### config.mk
export PLATFORM = sky130hd
export DESIGN_NAME = source_text_lexer
export DESIGN_NICKNAME = d
export VERILOG_FILES = /design/src/hw/rtl/stl_pkg.sv /design/src/hw/rtl/stl_scan.sv /design/src/hw/rtl/stl_queue.sv /design/src/hw/rtl/stl_emit.sv /design/src/hw/rtl/source_text_lexer.sv
export SDC_FILE = /design/constraint.sdc
export NUM_CORES = 1
export LEC_CHECK = 0
export BUFFER_PORTS_ARGS = -buffer_cell sky130_fd_sc_hd__clkbuf_2
export CORE_MARGIN = 4
export CORE_UTILIZATION = 55
export DETAILED_ROUTE_END_ITERATION = 10
export PLACE_DENSITY = 0.78
export SYNTH_ARGS = -nofsm -noshare
export SYNTH_HDL_FRONTEND = slang
export SYNTH_SLANG_ARGS = --single-unit
### constraint.sdc
create_clock -name clk -period 10.97 [get_ports clk]
set_clock_uncertainty 0.1 [all_clocks]
set_input_delay 0 -clock clk [delete_from_list [all_inputs] [get_ports clk]]
set_output_delay 0 -clock clk [all_outputs]
set_load 0.005 [all_outputs]
### src/hw/rtl/stl_pkg.sv
package stl_pkg;

    // scan modes
    localparam logic [2:0] M_IDLE    = 3'd0;
    localparam logic [2:0] M_COMMENT = 3'd1;
    localparam logic [2:0] M_IDENT   = 3'd2;
    localparam logic [2:0] M_INT     = 3'd3;
    localparam logic [2:0] M_DOT     = 3'd4;
    localparam logic [2:0] M_FRAC    = 3'd5;
    localparam logic [2:0] M_STRING  = 3'd6;
    localparam logic [2:0] M_OP      = 3'd7;

    // token kinds
    localparam logic [5:0] K_DOT    = 6'd8;
    localparam logic [5:0] K_IDENT  = 6'd21;
    localparam logic [5:0] K_STRING = 6'd22;
    localparam logic [5:0] K_NUMBER = 6'd23;
    localparam logic [5:0] K_ERROR  = 6'd37;
    localparam logic [5:0] K_END    = 6'd38;
    localparam logic [5:0] K_NONE   = 6'd63;

    // error codes
    localparam logic [1:0] E_NONE   = 2'd0;
    localparam logic [1:0] E_STRING = 2'd1;
    localparam logic [1:0] E_CHAR   = 2'd2;

    // fixed field widths
    localparam int unsigned OFF_W  = 24;
    localparam int unsigned LINE_W = 20;

    // token kind numbers for '(' ... '*', K_NONE when not a punctuator
    function automatic logic [5:0] punct_kind(input logic [7:0] c);
        logic [5:0] k;
        begin
            unique case (c)
                8'h28:   k = 6'd0;
                8'h29:   k = 6'd1;
                8'h5B:   k = 6'd2;
                8'h5D:   k = 6'd3;
                8'h7B:   k = 6'd4;
                8'h7D:   k = 6'd5;
                8'h3B:   k = 6'd6;
                8'h2C:   k = 6'd7;
                8'h2E:   k = 6'd8;
                8'h2D:   k = 6'd9;
                8'h2B:   k = 6'd10;
                8'h2F:   k = 6'd11;
                8'h2A:   k = 6'd12;
                default: k = K_NONE;
            endcase
            return k;
        end
    endfunction

    function automatic logic [5:0] op_base(input logic [7:0] c);
        logic [5:0] k;
        begin
            unique case (c)
                8'h21:   k = 6'd13;
                8'h3D:   k = 6'd15;
                8'h3E:   k = 6'd17;
                default: k = 6'd19;
            endcase
            return k;
        end
    endfunction

    function automatic logic is_alpha(input logic [7:0] c);
        return (c >= 8'h61 && c <= 8'h7A) || (c >= 8'h41 && c <= 8'h5A) || c == 8'h5F;
    endfunction

    function automatic logic is_digit(input logic [7:0] c);
        return c >= 8'h30 && c <= 8'h39;
    endfunction

    // one token as it travels from front to back
    typedef struct packed {
        logic [5:0]        kind;
        logic [OFF_W-1:0]  start;
        logic [OFF_W-1:0]  length;
        logic [LINE_W-1:0] line;
        logic [1:0]        err;
        logic              last;
    } token_t;

    // up to three tokens caused by one byte
    typedef struct packed {
        logic [1:0] count;
        token_t     t0;
        token_t     t1;
        token_t     t2;
    } group_t;

endpackage

### src/hw/rtl/stl_scan.sv
module stl_scan #(
    parameter int unsigned KEYWORD_MAX_LEN = 10
) (
    input  logic            clk,
    input  logic            rst_n,
    input  logic            in_fire,
    input  logic [7:0]      c_in,
    input  logic            fin_in,
    output stl_pkg::group_t grp
);

    localparam int unsigned OFFSET_BITS = stl_pkg::OFF_W;
    localparam int unsigned LINE_BITS   = stl_pkg::LINE_W;
    localparam int unsigned KLW = $clog2(KEYWORD_MAX_LEN + 2);
    localparam int unsigned KIW = $clog2(KEYWORD_MAX_LEN);
    localparam logic [OFFSET_BITS-1:0] OFF_MAX = '1;
    localparam logic [LINE_BITS-1:0]   LINE_MAX = '1;

    logic [2:0]             mode_reg, mode_next;
    logic [OFFSET_BITS-1:0] begin_reg, begin_next;
    logic [OFFSET_BITS-1:0] off_reg, off_next;
    logic [LINE_BITS-1:0]   line_reg, line_next;
    logic [7:0]             pend_reg, pend_next;
    logic [KLW-1:0]         wlen_reg, wlen_next;
    logic [7:0]             prefix_reg [KEYWORD_MAX_LEN];

    logic                   wr_en;
    logic [KIW-1:0]         wr_idx;

    // keyword lookup over the stored prefix
    function automatic logic match(input logic [79:0] kw, input int unsigned n,
                                   input logic [7:0] p [KEYWORD_MAX_LEN]);
        logic ok;
        begin
            ok = 1'b1;
            for (int i = 0; i < 10; i++)
                if (i < n && p[i] != kw[(9-i)*8 +: 8])
                    ok = 1'b0;
            return ok;
        end
    endfunction

    logic [5:0] word_kind;
    always_comb
    begin
        word_kind = stl_pkg::K_IDENT;
        if (32'(wlen_reg) <= KEYWORD_MAX_LEN)
        begin
            priority if (wlen_reg == KLW'(3) && match({"dhe", 56'd0}, 3, prefix_reg))
                word_kind = 6'd24;
            else if (wlen_reg == KLW'(3) && match({"tip", 56'd0}, 3, prefix_reg))
                word_kind = 6'd25;
            else if (wlen_reg == KLW'(10) && match("perndryshe", 10, prefix_reg))
                word_kind = 6'd26;
            else if (wlen_reg == KLW'(6) && match({"gabuar", 32'd0}, 6, prefix_reg))
                word_kind = 6'd27;
            else if (wlen_reg == KLW'(3) && match({"per", 56'd0}, 3, prefix_reg))
                word_kind = 6'd28;
            else if (wlen_reg == KLW'(8) && match({"funksion", 16'd0}, 8, prefix_reg))
                word_kind = 6'd29;
            else if (wlen_reg == KLW'(4) && match({"nese", 48'd0}, 4, prefix_reg))
                word_kind = 6'd30;
            else if (wlen_reg == KLW'(3) && match({"ose", 56'd0}, 3, prefix_reg))
                word_kind = 6'd31;
            else if (wlen_reg == KLW'(6) && match({"printo", 32'd0}, 6, prefix_reg))
                word_kind = 6'd32;
            else if (wlen_reg == KLW'(4) && match({"kthe", 48'd0}, 4, prefix_reg))
                word_kind = 6'd33;
            else if (wlen_reg == KLW'(6) && match({"vertet", 32'd0}, 6, prefix_reg))
                word_kind = 6'd34;
            else if (wlen_reg == KLW'(6) && match({"shpall", 32'd0}, 6, prefix_reg))
                word_kind = 6'd35;
            else if (wlen_reg == KLW'(6) && match({"derisa", 32'd0}, 6, prefix_reg))
                word_kind = 6'd36;
            else
                word_kind = stl_pkg::K_IDENT;
        end
    end

    // token slots, built then widened
    stl_pkg::token_t tk [3];
    logic [1:0]      n;

    function automatic logic [OFFSET_BITS-1:0] span(input logic [OFFSET_BITS-1:0] a,
                                                    input logic [OFFSET_BITS-1:0] b);
        return (b > a) ? b - a : '0;
    endfunction

    // main classification of one byte
    always_comb
    begin
        logic                   consumed;
        logic                   fl;
        logic [OFFSET_BITS-1:0] dot;
        logic [5:0]             pk;
        logic [OFFSET_BITS-1:0] s_len;
        logic [2:0]             m;
        consumed   = 1'b0;
        fl         = 1'b0;
        dot        = (off_reg != '0) ? off_reg - 1'b1 : '0;
        pk         = stl_pkg::punct_kind(c_in);
        s_len      = '0;
        m          = mode_reg;
        mode_next  = mode_reg;
        begin_next = begin_reg;
        line_next  = line_reg;
        pend_next  = pend_reg;
        wlen_next  = wlen_reg;
        wr_en      = 1'b0;
        wr_idx     = '0;
        off_next   = (off_reg != OFF_MAX) ? off_reg + 1'b1 : off_reg;
        n          = '0;
        for (int i = 0; i < 3; i++)
            tk[i] = '0;

        if (fin_in)
        begin
            fl       = 1'b1;
            off_next = off_reg;
        end
        else
        begin
            unique case (mode_reg)
                stl_pkg::M_IDENT:
                begin
                    if (stl_pkg::is_alpha(c_in) || stl_pkg::is_digit(c_in))
                    begin
                        if (32'(wlen_reg) < KEYWORD_MAX_LEN)
                        begin
                            wr_en  = 1'b1;
                            wr_idx = KIW'(wlen_reg);
                        end
                        if (32'(wlen_reg) <= KEYWORD_MAX_LEN)
                            wlen_next = wlen_reg + 1'b1;
                        consumed = 1'b1;
                    end
                end
                stl_pkg::M_INT:
                begin
                    if (stl_pkg::is_digit(c_in))
                        consumed = 1'b1;
                    else if (c_in == 8'h2E)
                    begin
                        mode_next = stl_pkg::M_DOT;
                        consumed  = 1'b1;
                    end
                end
                stl_pkg::M_DOT, stl_pkg::M_FRAC:
                begin
                    if (stl_pkg::is_digit(c_in))
                    begin
                        mode_next = stl_pkg::M_FRAC;
                        consumed  = 1'b1;
                    end
                end
                stl_pkg::M_STRING:
                begin
                    if (c_in == 8'h22)
                    begin
                        s_len = span(begin_reg, off_reg) + 1'b1;
                        tk[0] = '{stl_pkg::K_STRING, 24'(begin_reg), 24'(s_len),
                                  20'(line_reg), stl_pkg::E_NONE, 1'b0};
                        n = 2'd1;
                        mode_next = stl_pkg::M_IDLE;
                    end
                    else if (c_in == 8'h0A && line_reg != LINE_MAX)
                        line_next = line_reg + 1'b1;
                    consumed = 1'b1;
                end
                stl_pkg::M_OP:
                begin
                    if (c_in == 8'h3D)
                    begin
                        tk[0] = '{stl_pkg::op_base(pend_reg) + 6'd1, 24'(begin_reg), 24'd2,
                                  20'(line_reg), stl_pkg::E_NONE, 1'b0};
                        n = 2'd1;
                        mode_next = stl_pkg::M_IDLE;
                        consumed  = 1'b1;
                    end
                end
                stl_pkg::M_COMMENT:
                begin
                    if (c_in != 8'h0A)
                        consumed = 1'b1;
                    else
                        m = stl_pkg::M_IDLE;
                end
                default:
                    m = stl_pkg::M_IDLE;
            endcase
            fl = !consumed;
        end

        // flush pending token
        if (fl)
        begin
            unique case (m)
                stl_pkg::M_IDENT:
                begin
                    tk[0] = '{word_kind, 24'(begin_reg), 24'(span(begin_reg, off_reg)),
                              20'(line_reg), stl_pkg::E_NONE, 1'b0};
                    n = 2'd1;
                end
                stl_pkg::M_INT, stl_pkg::M_FRAC:
                begin
                    tk[0] = '{stl_pkg::K_NUMBER, 24'(begin_reg),
                              24'(span(begin_reg, off_reg)), 20'(line_reg),
                              stl_pkg::E_NONE, 1'b0};
                    n = 2'd1;
                end
                stl_pkg::M_DOT:
                begin
                    tk[0] = '{stl_pkg::K_NUMBER, 24'(begin_reg), 24'(span(begin_reg, dot)),
                              20'(line_reg), stl_pkg::E_NONE, 1'b0};
                    tk[1] = '{stl_pkg::K_DOT, 24'(dot), 24'd1, 20'(line_reg),
                              stl_pkg::E_NONE, 1'b0};
                    n = 2'd2;
                end
                stl_pkg::M_STRING:
                begin
                    tk[0] = '{stl_pkg::K_ERROR, 24'(begin_reg),
                              24'(span(begin_reg, off_reg)), 20'(line_reg),
                              stl_pkg::E_STRING, 1'b0};
                    n = 2'd1;
                end
                stl_pkg::M_OP:
                begin
                    tk[0] = '{stl_pkg::op_base(pend_reg), 24'(begin_reg), 24'd1,
                              20'(line_reg), stl_pkg::E_NONE, 1'b0};
                    n = 2'd1;
                end
                default:
                    n = '0;
            endcase
            mode_next = stl_pkg::M_IDLE;

            if (fin_in)
            begin
                tk[n] = '{stl_pkg::K_END, 24'(off_reg), 24'd0, 20'(line_reg),
                          stl_pkg::E_NONE, 1'b0};
                n = n + 2'd1;
            end
            else
            begin
                // byte handled between tokens
                priority if (c_in == 8'h20 || c_in == 8'h0D || c_in == 8'h09)
                    n = n;
                else if (c_in == 8'h0A)
                begin
                    if (line_reg != LINE_MAX)
                        line_next = line_reg + 1'b1;
                end
                else if (c_in == 8'h23)
                    mode_next = stl_pkg::M_COMMENT;
                else if (stl_pkg::is_alpha(c_in))
                begin
                    mode_next  = stl_pkg::M_IDENT;
                    begin_next = off_reg;
                    wr_en      = 1'b1;
                    wr_idx     = '0;
                    wlen_next  = KLW'(1);
                end
                else if (stl_pkg::is_digit(c_in))
                begin
                    mode_next  = stl_pkg::M_INT;
                    begin_next = off_reg;
                end
                else if (c_in == 8'h22)
                begin
                    mode_next  = stl_pkg::M_STRING;
                    begin_next = off_reg;
                end
                else if (c_in == 8'h21 || c_in == 8'h3D || c_in == 8'h3C || c_in == 8'h3E)
                begin
                    mode_next  = stl_pkg::M_OP;
                    begin_next = off_reg;
                    pend_next  = c_in;
                end
                else if (pk != stl_pkg::K_NONE)
                begin
                    tk[n] = '{pk, 24'(off_reg), 24'd1, 20'(line_reg), stl_pkg::E_NONE, 1'b0};
                    n = n + 2'd1;
                end
                else
                begin
                    tk[n] = '{stl_pkg::K_ERROR, 24'(off_reg), 24'd1, 20'(line_reg),
                              stl_pkg::E_CHAR, 1'b0};
                    n = n + 2'd1;
                end
            end
        end

        // mark the last token of this beat
        if (n != '0)
            tk[n - 2'd1].last = 1'b1;
    end

    assign grp = '{n, tk[0], tk[1], tk[2]};

    // scanner state
    always_ff @(posedge clk or negedge rst_n)
    begin
        if (!rst_n)
        begin
            mode_reg  <= stl_pkg::M_IDLE;
            begin_reg <= '0;
            off_reg   <= '0;
            line_reg  <= LINE_BITS'(1);
            pend_reg  <= '0;
            wlen_reg  <= '0;
        end
        else if (in_fire)
        begin
            mode_reg  <= mode_next;
            begin_reg <= begin_next;
            off_reg   <= off_next;
            line_reg  <= line_next;
            pend_reg  <= pend_next;
            wlen_reg  <= wlen_next;
        end
    end

    // word prefix store
    always_ff @(posedge clk)
    begin
        if (in_fire && wr_en)
            prefix_reg[wr_idx] <= c_in;
    end

endmodule

### src/hw/rtl/stl_queue.sv
module stl_queue (
    input  logic            clk,
    input  logic            rst_n,
    input  logic            push,
    input  stl_pkg::group_t push_grp,
    output logic            room,
    input  logic            pop,
    output logic            avail,
    output stl_pkg::group_t head
);

    // two entry queue of token groups
    stl_pkg::group_t mem_reg [2];
    logic            wp_reg, rp_reg;
    logic [1:0]      cnt_reg;

    assign room  = (cnt_reg != 2'd2);
    assign avail = (cnt_reg != 2'd0);
    assign head  = mem_reg[rp_reg];

    always_ff @(posedge clk)
    begin
        if (push)
            mem_reg[wp_reg] <= push_grp;
    end

    always_ff @(posedge clk or negedge rst_n)
    begin
        if (!rst_n)
        begin
            wp_reg  <= 1'b0;
            rp_reg  <= 1'b0;
            cnt_reg <= 2'd0;
        end
        else
        begin
            if (push)
                wp_reg <= !wp_reg;
            if (pop)
                rp_reg <= !rp_reg;
            cnt_reg <= cnt_reg + {1'b0, push} - {1'b0, pop};
        end
    end

endmodule

### src/hw/rtl/stl_emit.sv
module stl_emit (
    input  logic            clk,
    input  logic            rst_n,
    input  logic            avail,
    input  stl_pkg::group_t head,
    output logic            pop,
    output logic            tvalid,
    input  logic            tready,
    output stl_pkg::token_t tok
);

    // walks the tokens of the head group
    logic [1:0] idx_reg;
    stl_pkg::token_t cur;

    always_comb
    begin
        unique case (idx_reg)
            2'd0:    cur = head.t0;
            2'd1:    cur = head.t1;
            default: cur = head.t2;
        endcase
    end

    logic is_last;
    assign is_last = (idx_reg + 2'd1 >= head.count);
    assign tvalid  = avail && (head.count != 2'd0);
    assign tok     = cur;
    assign pop     = avail && ((head.count == 2'd0) || (tready && is_last));

    always_ff @(posedge clk or negedge rst_n)
    begin
        if (!rst_n)
            idx_reg <= 2'd0;
        else if (pop)
            idx_reg <= 2'd0;
        else if (tvalid && tready)
            idx_reg <= idx_reg + 2'd1;
    end

endmodule

### src/hw/rtl/source_text_lexer.sv
// the tokens of an accepted byte are registered in the group queue, then shown on the master side
// throughput: one byte per cycle when each byte yields at most one token and m_tready is high; a byte
//   yielding two or three tokens holds the output for that many beats
// the front scanner takes one byte per cycle while the two-group queue has room and absorbs bursts
// reset: asynchronous active low, scanner idle, offset zero, line one, queue empty
module source_text_lexer #(
    parameter int unsigned KEYWORD_MAX_LEN = 10
) (
    input  logic        clk,
    input  logic        rst_n,
    input  logic        s_tvalid,
    output logic        s_tready,
    input  logic [7:0]  s_tdata,   // text_byte
    input  logic        s_tlast,   // end_of_text
    output logic        m_tvalid,
    input  logic        m_tready,
    output logic [79:0] m_tdata,   // token_kind, token_start, token_length, line_number
    output logic [1:0]  m_tuser,   // error_code
    output logic        m_tlast    // last_of_run
);

    stl_pkg::group_t grp, head;
    stl_pkg::token_t tok;
    logic            room, avail, pop, fire;

    assign s_tready = room;
    assign fire     = s_tvalid && room;

    stl_scan #(
        .KEYWORD_MAX_LEN(KEYWORD_MAX_LEN)
    ) u_scan (
        .clk    (clk),
        .rst_n  (rst_n),
        .in_fire(fire),
        .c_in   (s_tdata),
        .fin_in (s_tlast || s_tdata == 8'h00),
        .grp    (grp)
    );

    stl_queue u_queue (
        .clk     (clk),
        .rst_n   (rst_n),
        .push    (fire),
        .push_grp(grp),
        .room    (room),
        .pop     (pop),
        .avail   (avail),
        .head    (head)
    );

    stl_emit u_emit (
        .clk   (clk),
        .rst_n (rst_n),
        .avail (avail),
        .head  (head),
        .pop   (pop),
        .tvalid(m_tvalid),
        .tready(m_tready),
        .tok   (tok)
    );

    assign m_tdata = {6'd0, tok.line, tok.length, tok.start, tok.kind};
    assign m_tuser = tok.err;
    assign m_tlast = tok.last;

endmodule

==> impl_metrics.py <==
metrics = {
    "finish": {
        "largest_reg_flops": 370,
        "nFillCells": 4040,
        "register_area_um2": 15700,
        "final_common_cell": "edfxtp_1",
        "fin_cells": 3151,
        "final_cell_mix": "edfxtp_1, nand2_1, nor2_1",
        "area_growth_syn_to_layout_pct": 9.92,
        "post-route-util_pct": 61.0,
        "drive_above_1_share_pct": 11.4,
        "layout.nets": 2507,
        "antenna_cells": 0,
        "multi_input_area_um2": 11200,
    },
    "drt": {
        "routedWlPerCell_um": 23.0,
        "drc": 0,
        "via_per_inst": 6.40,
        "ant_nets": 0,
        "drtIter0Drc": 2261,
        "dr.pass1.iters": 6,
        "routed-via-count": 20173,
        "routed_wl_um": 72400,
    },
    "clock_network": {
        "postCtsSetupBuffers": 0,
        "cts_tree": "yes",
        "cts_max_path_buffers": 3,
        "cts_buffers": 53,
        "clock-root-buffer": "clkbuf_16",
        "clock_latency_ns": 0.62,
        "holdBufCountCts": 12,
        "clk_pin_slew_worst_paths_ns": 0.06,
        "cts_resized": 0,
        "clock-sinks": 539,
        "cts_max_level": 2,
    },
    "global_route": {
        "grt.busiest_layer": "met2",
        "grt_use_met2_pct": 41.0,
        "grt_remaining_overflow": 0,
        "grt_use_total_pct": 26.4,
        "grt_pass1_vias": 19568,
        "grt_pass1_wl_um": 112000,
        "use_met3_pct": 4.04,
        "antenna_found_initial": 0,
        "grtUsageMet1_pct": 38.8,
        "grt_max_degree": 184,
    },
    "worst_hold_path": {
        "hp-start": "s_tdata[0]",
        "hold_path_depth": 1,
        "whs_endpoint": "u_scan.prefix_reg[32]$_DFFE_PP_",
        "worstHoldPathType": "input port to register",
    },
    "yosys": {
        "synth_top_family_by_area": "simple AND/OR/NAND/NOR gates",
        "synth-seq-area-share_pct": 56.7,
        "synthSimpleGateAreaFrac_pct": 16.2,
        "synthFlopType": "edfxtp_1",
        "synth-xor-area-share_pct": 3.62,
        "synth_fa_ha_area_share_pct": 2.91,
        "yosysWarnings": 0,
        "synth_cells": 2393,
        "synth-seq-cells": 539,
        "async_reset_ff_share_pct": 16.5,
        "synthMuxAreaShare_pct": 2.31,
        "avgSynthCellArea_um2": 11.6,
        "synth_edf_count": 450,
        "synth.distinct_cells": 107,
        "syn_area_um2": 27800,
        "synth_compound_area_share_pct": 15.1,
    },
    "timing": {
        "worst_pin_slew_ns": 1.25,
        "finalCritPeriodShare_pct": 54.0,
        "setup_ws_ns": 5.04,
        "setup_viol": 0,
        "max_freq_ghz": 0.169,
        "setup_tns_ns": 0,
        "min_period_ns": 5.93,
        "slew_headroom_pct": 16.2,
        "hold_slack_ns": 0.0316,
        "rsz0062_at_grt": "false",
        "hold_viol": 0,
        "slew_viol_final": 0,
    },
    "setup_path": {
        "end_kind": "register",
        "crit_path_start": "u_scan.off_reg[1]$_DFFE_PN0P_",
        "crit_arrival_ns": 6.24,
        "worstReg2RegStart": "u_scan.off_reg[1]$_DFFE_PN0P_",
        "setup.worst_path.start_class": "register",
        "path_max_fanout": 19,
        "reg2reg_to": "u_queue.mem_reg[0][190]$_DFFE_PP_",
        "required_ns": 11.29,
        "r2r_setup_slack_ns": 5.04,
        "path_class": "register to register",
        "rr_worst_depth": 18,
    },
    "floorplanning": {
        "dieHeight_um": 233,
        "rows": 82,
        "start_util_pct": 55.5,
        "die_w_um": 233,
        "dieArea_um2": 54100,
        "ios": 98,
        "coreArea_um2": 50100,
    },
    "pwr": {
        "vdd_drop_max_uv": 208,
        "powerDensity_nw_per_um2": 270,
        "leakagePower_nw": 11.1,
    },
    "placed_design": {
        "io_buffer_count": 91,
        "place_ws_ns": 5.13,
        "place_inst": 3039,
        "place.gp.congestion": 0.935,
        "dp_hpwl_um": 49000,
    },
    "flow_run": {
        "maxCapViolCount": 0,
    },
    "status": {
        "status": "finished clean",
    },
}
## worst max-delay path by stage
stage          slack, ns  cells past startpoint                                end
2_1_floorplan       1.80                      3    u_queue.mem_reg[0][0]$_DFFE_PP_
3_3_place_gp        5.23                     19  u_queue.mem_reg[0][193]$_DFFE_PP_
3_5_place_dp        5.13                     18  u_queue.mem_reg[0][190]$_DFFE_PP_
4_1_cts             5.07                     18  u_queue.mem_reg[0][190]$_DFFE_PP_
5_1_grt             4.66                     18  u_queue.mem_reg[1][190]$_DFFE_PP_
6_report            5.04                     18  u_queue.mem_reg[0][190]$_DFFE_PP_
## worst max-delay path, cell delays in order, from the launching register on
cell       delay, ns
dfrtp_1         0.53
inv_1           0.16
ha_1            0.21
or3b_2          0.53
nor4_4          0.41
and4_1          0.72
nor2_1          0.18
ha_1            0.44
and4_1          0.26
o2111ai_1       0.11
a21oi_1         0.24
o22a_1          0.21
a21oi_2         0.09
o31ai_4         0.26
a32oi_2         0.19
a21oi_4         0.47
and2_4          0.30
nand2_1         0.07
a31oi_1         0.26
## through the flow
stage | cell area (µm²) | power, W
2_1_floorplan | 27800 | 0.00534
3_3_place_gp | 28700 | 0.00640
3_5_place_dp | 28700 | 0.00644
4_1_cts | 30500 | 0.00823
5_1_grt | 30500 | 0.00870
6_report | 30500 | 0.00824
## per-layer routing
metal,wire length [µm],vias to the layer above,part of all wire [%]
li1,-,9208,-
met1,31900,10040,44
met2,33200,777,46
met3,5200,148,7.2
met4,2070,0,2.9
met5,0,-,0
## logic make-up (layout without fill, tap and decap cells)
logic type / Yosys count / after routing
AOI/OAI and AO/OA: 579 / 579
adders and majority gates: 64 / 64
DFF: 539 / 539
buffers and inverters: 213 / 290
and+or+nand+nor: 824 / 824
xor gates and xnor gates: 114 / 114
other: 1 / 10
muxes: 59 / 59
## layout make-up
type | count | area share, %
tap | 672 | 2.76
multi-input combinational | 1650 | 36.8
clock inverter | 25 | 0.828
clock buffer | 75 | 4.71
sequential | 539 | 51.6
timing repair buffer | 125 | 2.51
inverter | 65 | 0.799
## Yosys cell counts (45+ instances only)
cell type / count / area, µm²
a211oi_1: 61 / 458
dfrtp_1: 88 / 2200
a21oi_1: 79 / 395
a22oi_1: 59 / 443
inv_1: 64 / 240
nand4_1: 45 / 282
nand2_1: 191 / 717
clkbuf_1: 111 / 417
nor3_1: 61 / 305
a31oi_1: 64 / 400
ha_1: 58 / 726
xnor2_1: 81 / 709
nor2b_1: 51 / 319
o21ai_0: 66 / 330
edfxtp_1: 450 / 13500
nor2_1: 137 / 514
nand3_1: 48 / 240
a22o_1: 94 / 823
and2_1: 97 / 607
## where the power goes
| part | leakage, nW | switching, W | total (W) | internal, W |
|---|---|---|---|---|
| registers | 5.48 | 0.000204 | 0.00288 | 0.00267 |
| clock network | 0.816 | 0.000786 | 0.00178 | 0.000994 |
| logic | 4.85 | 0.00227 | 0.00359 | 0.00132 |
(Power assumes the default switching activity.)
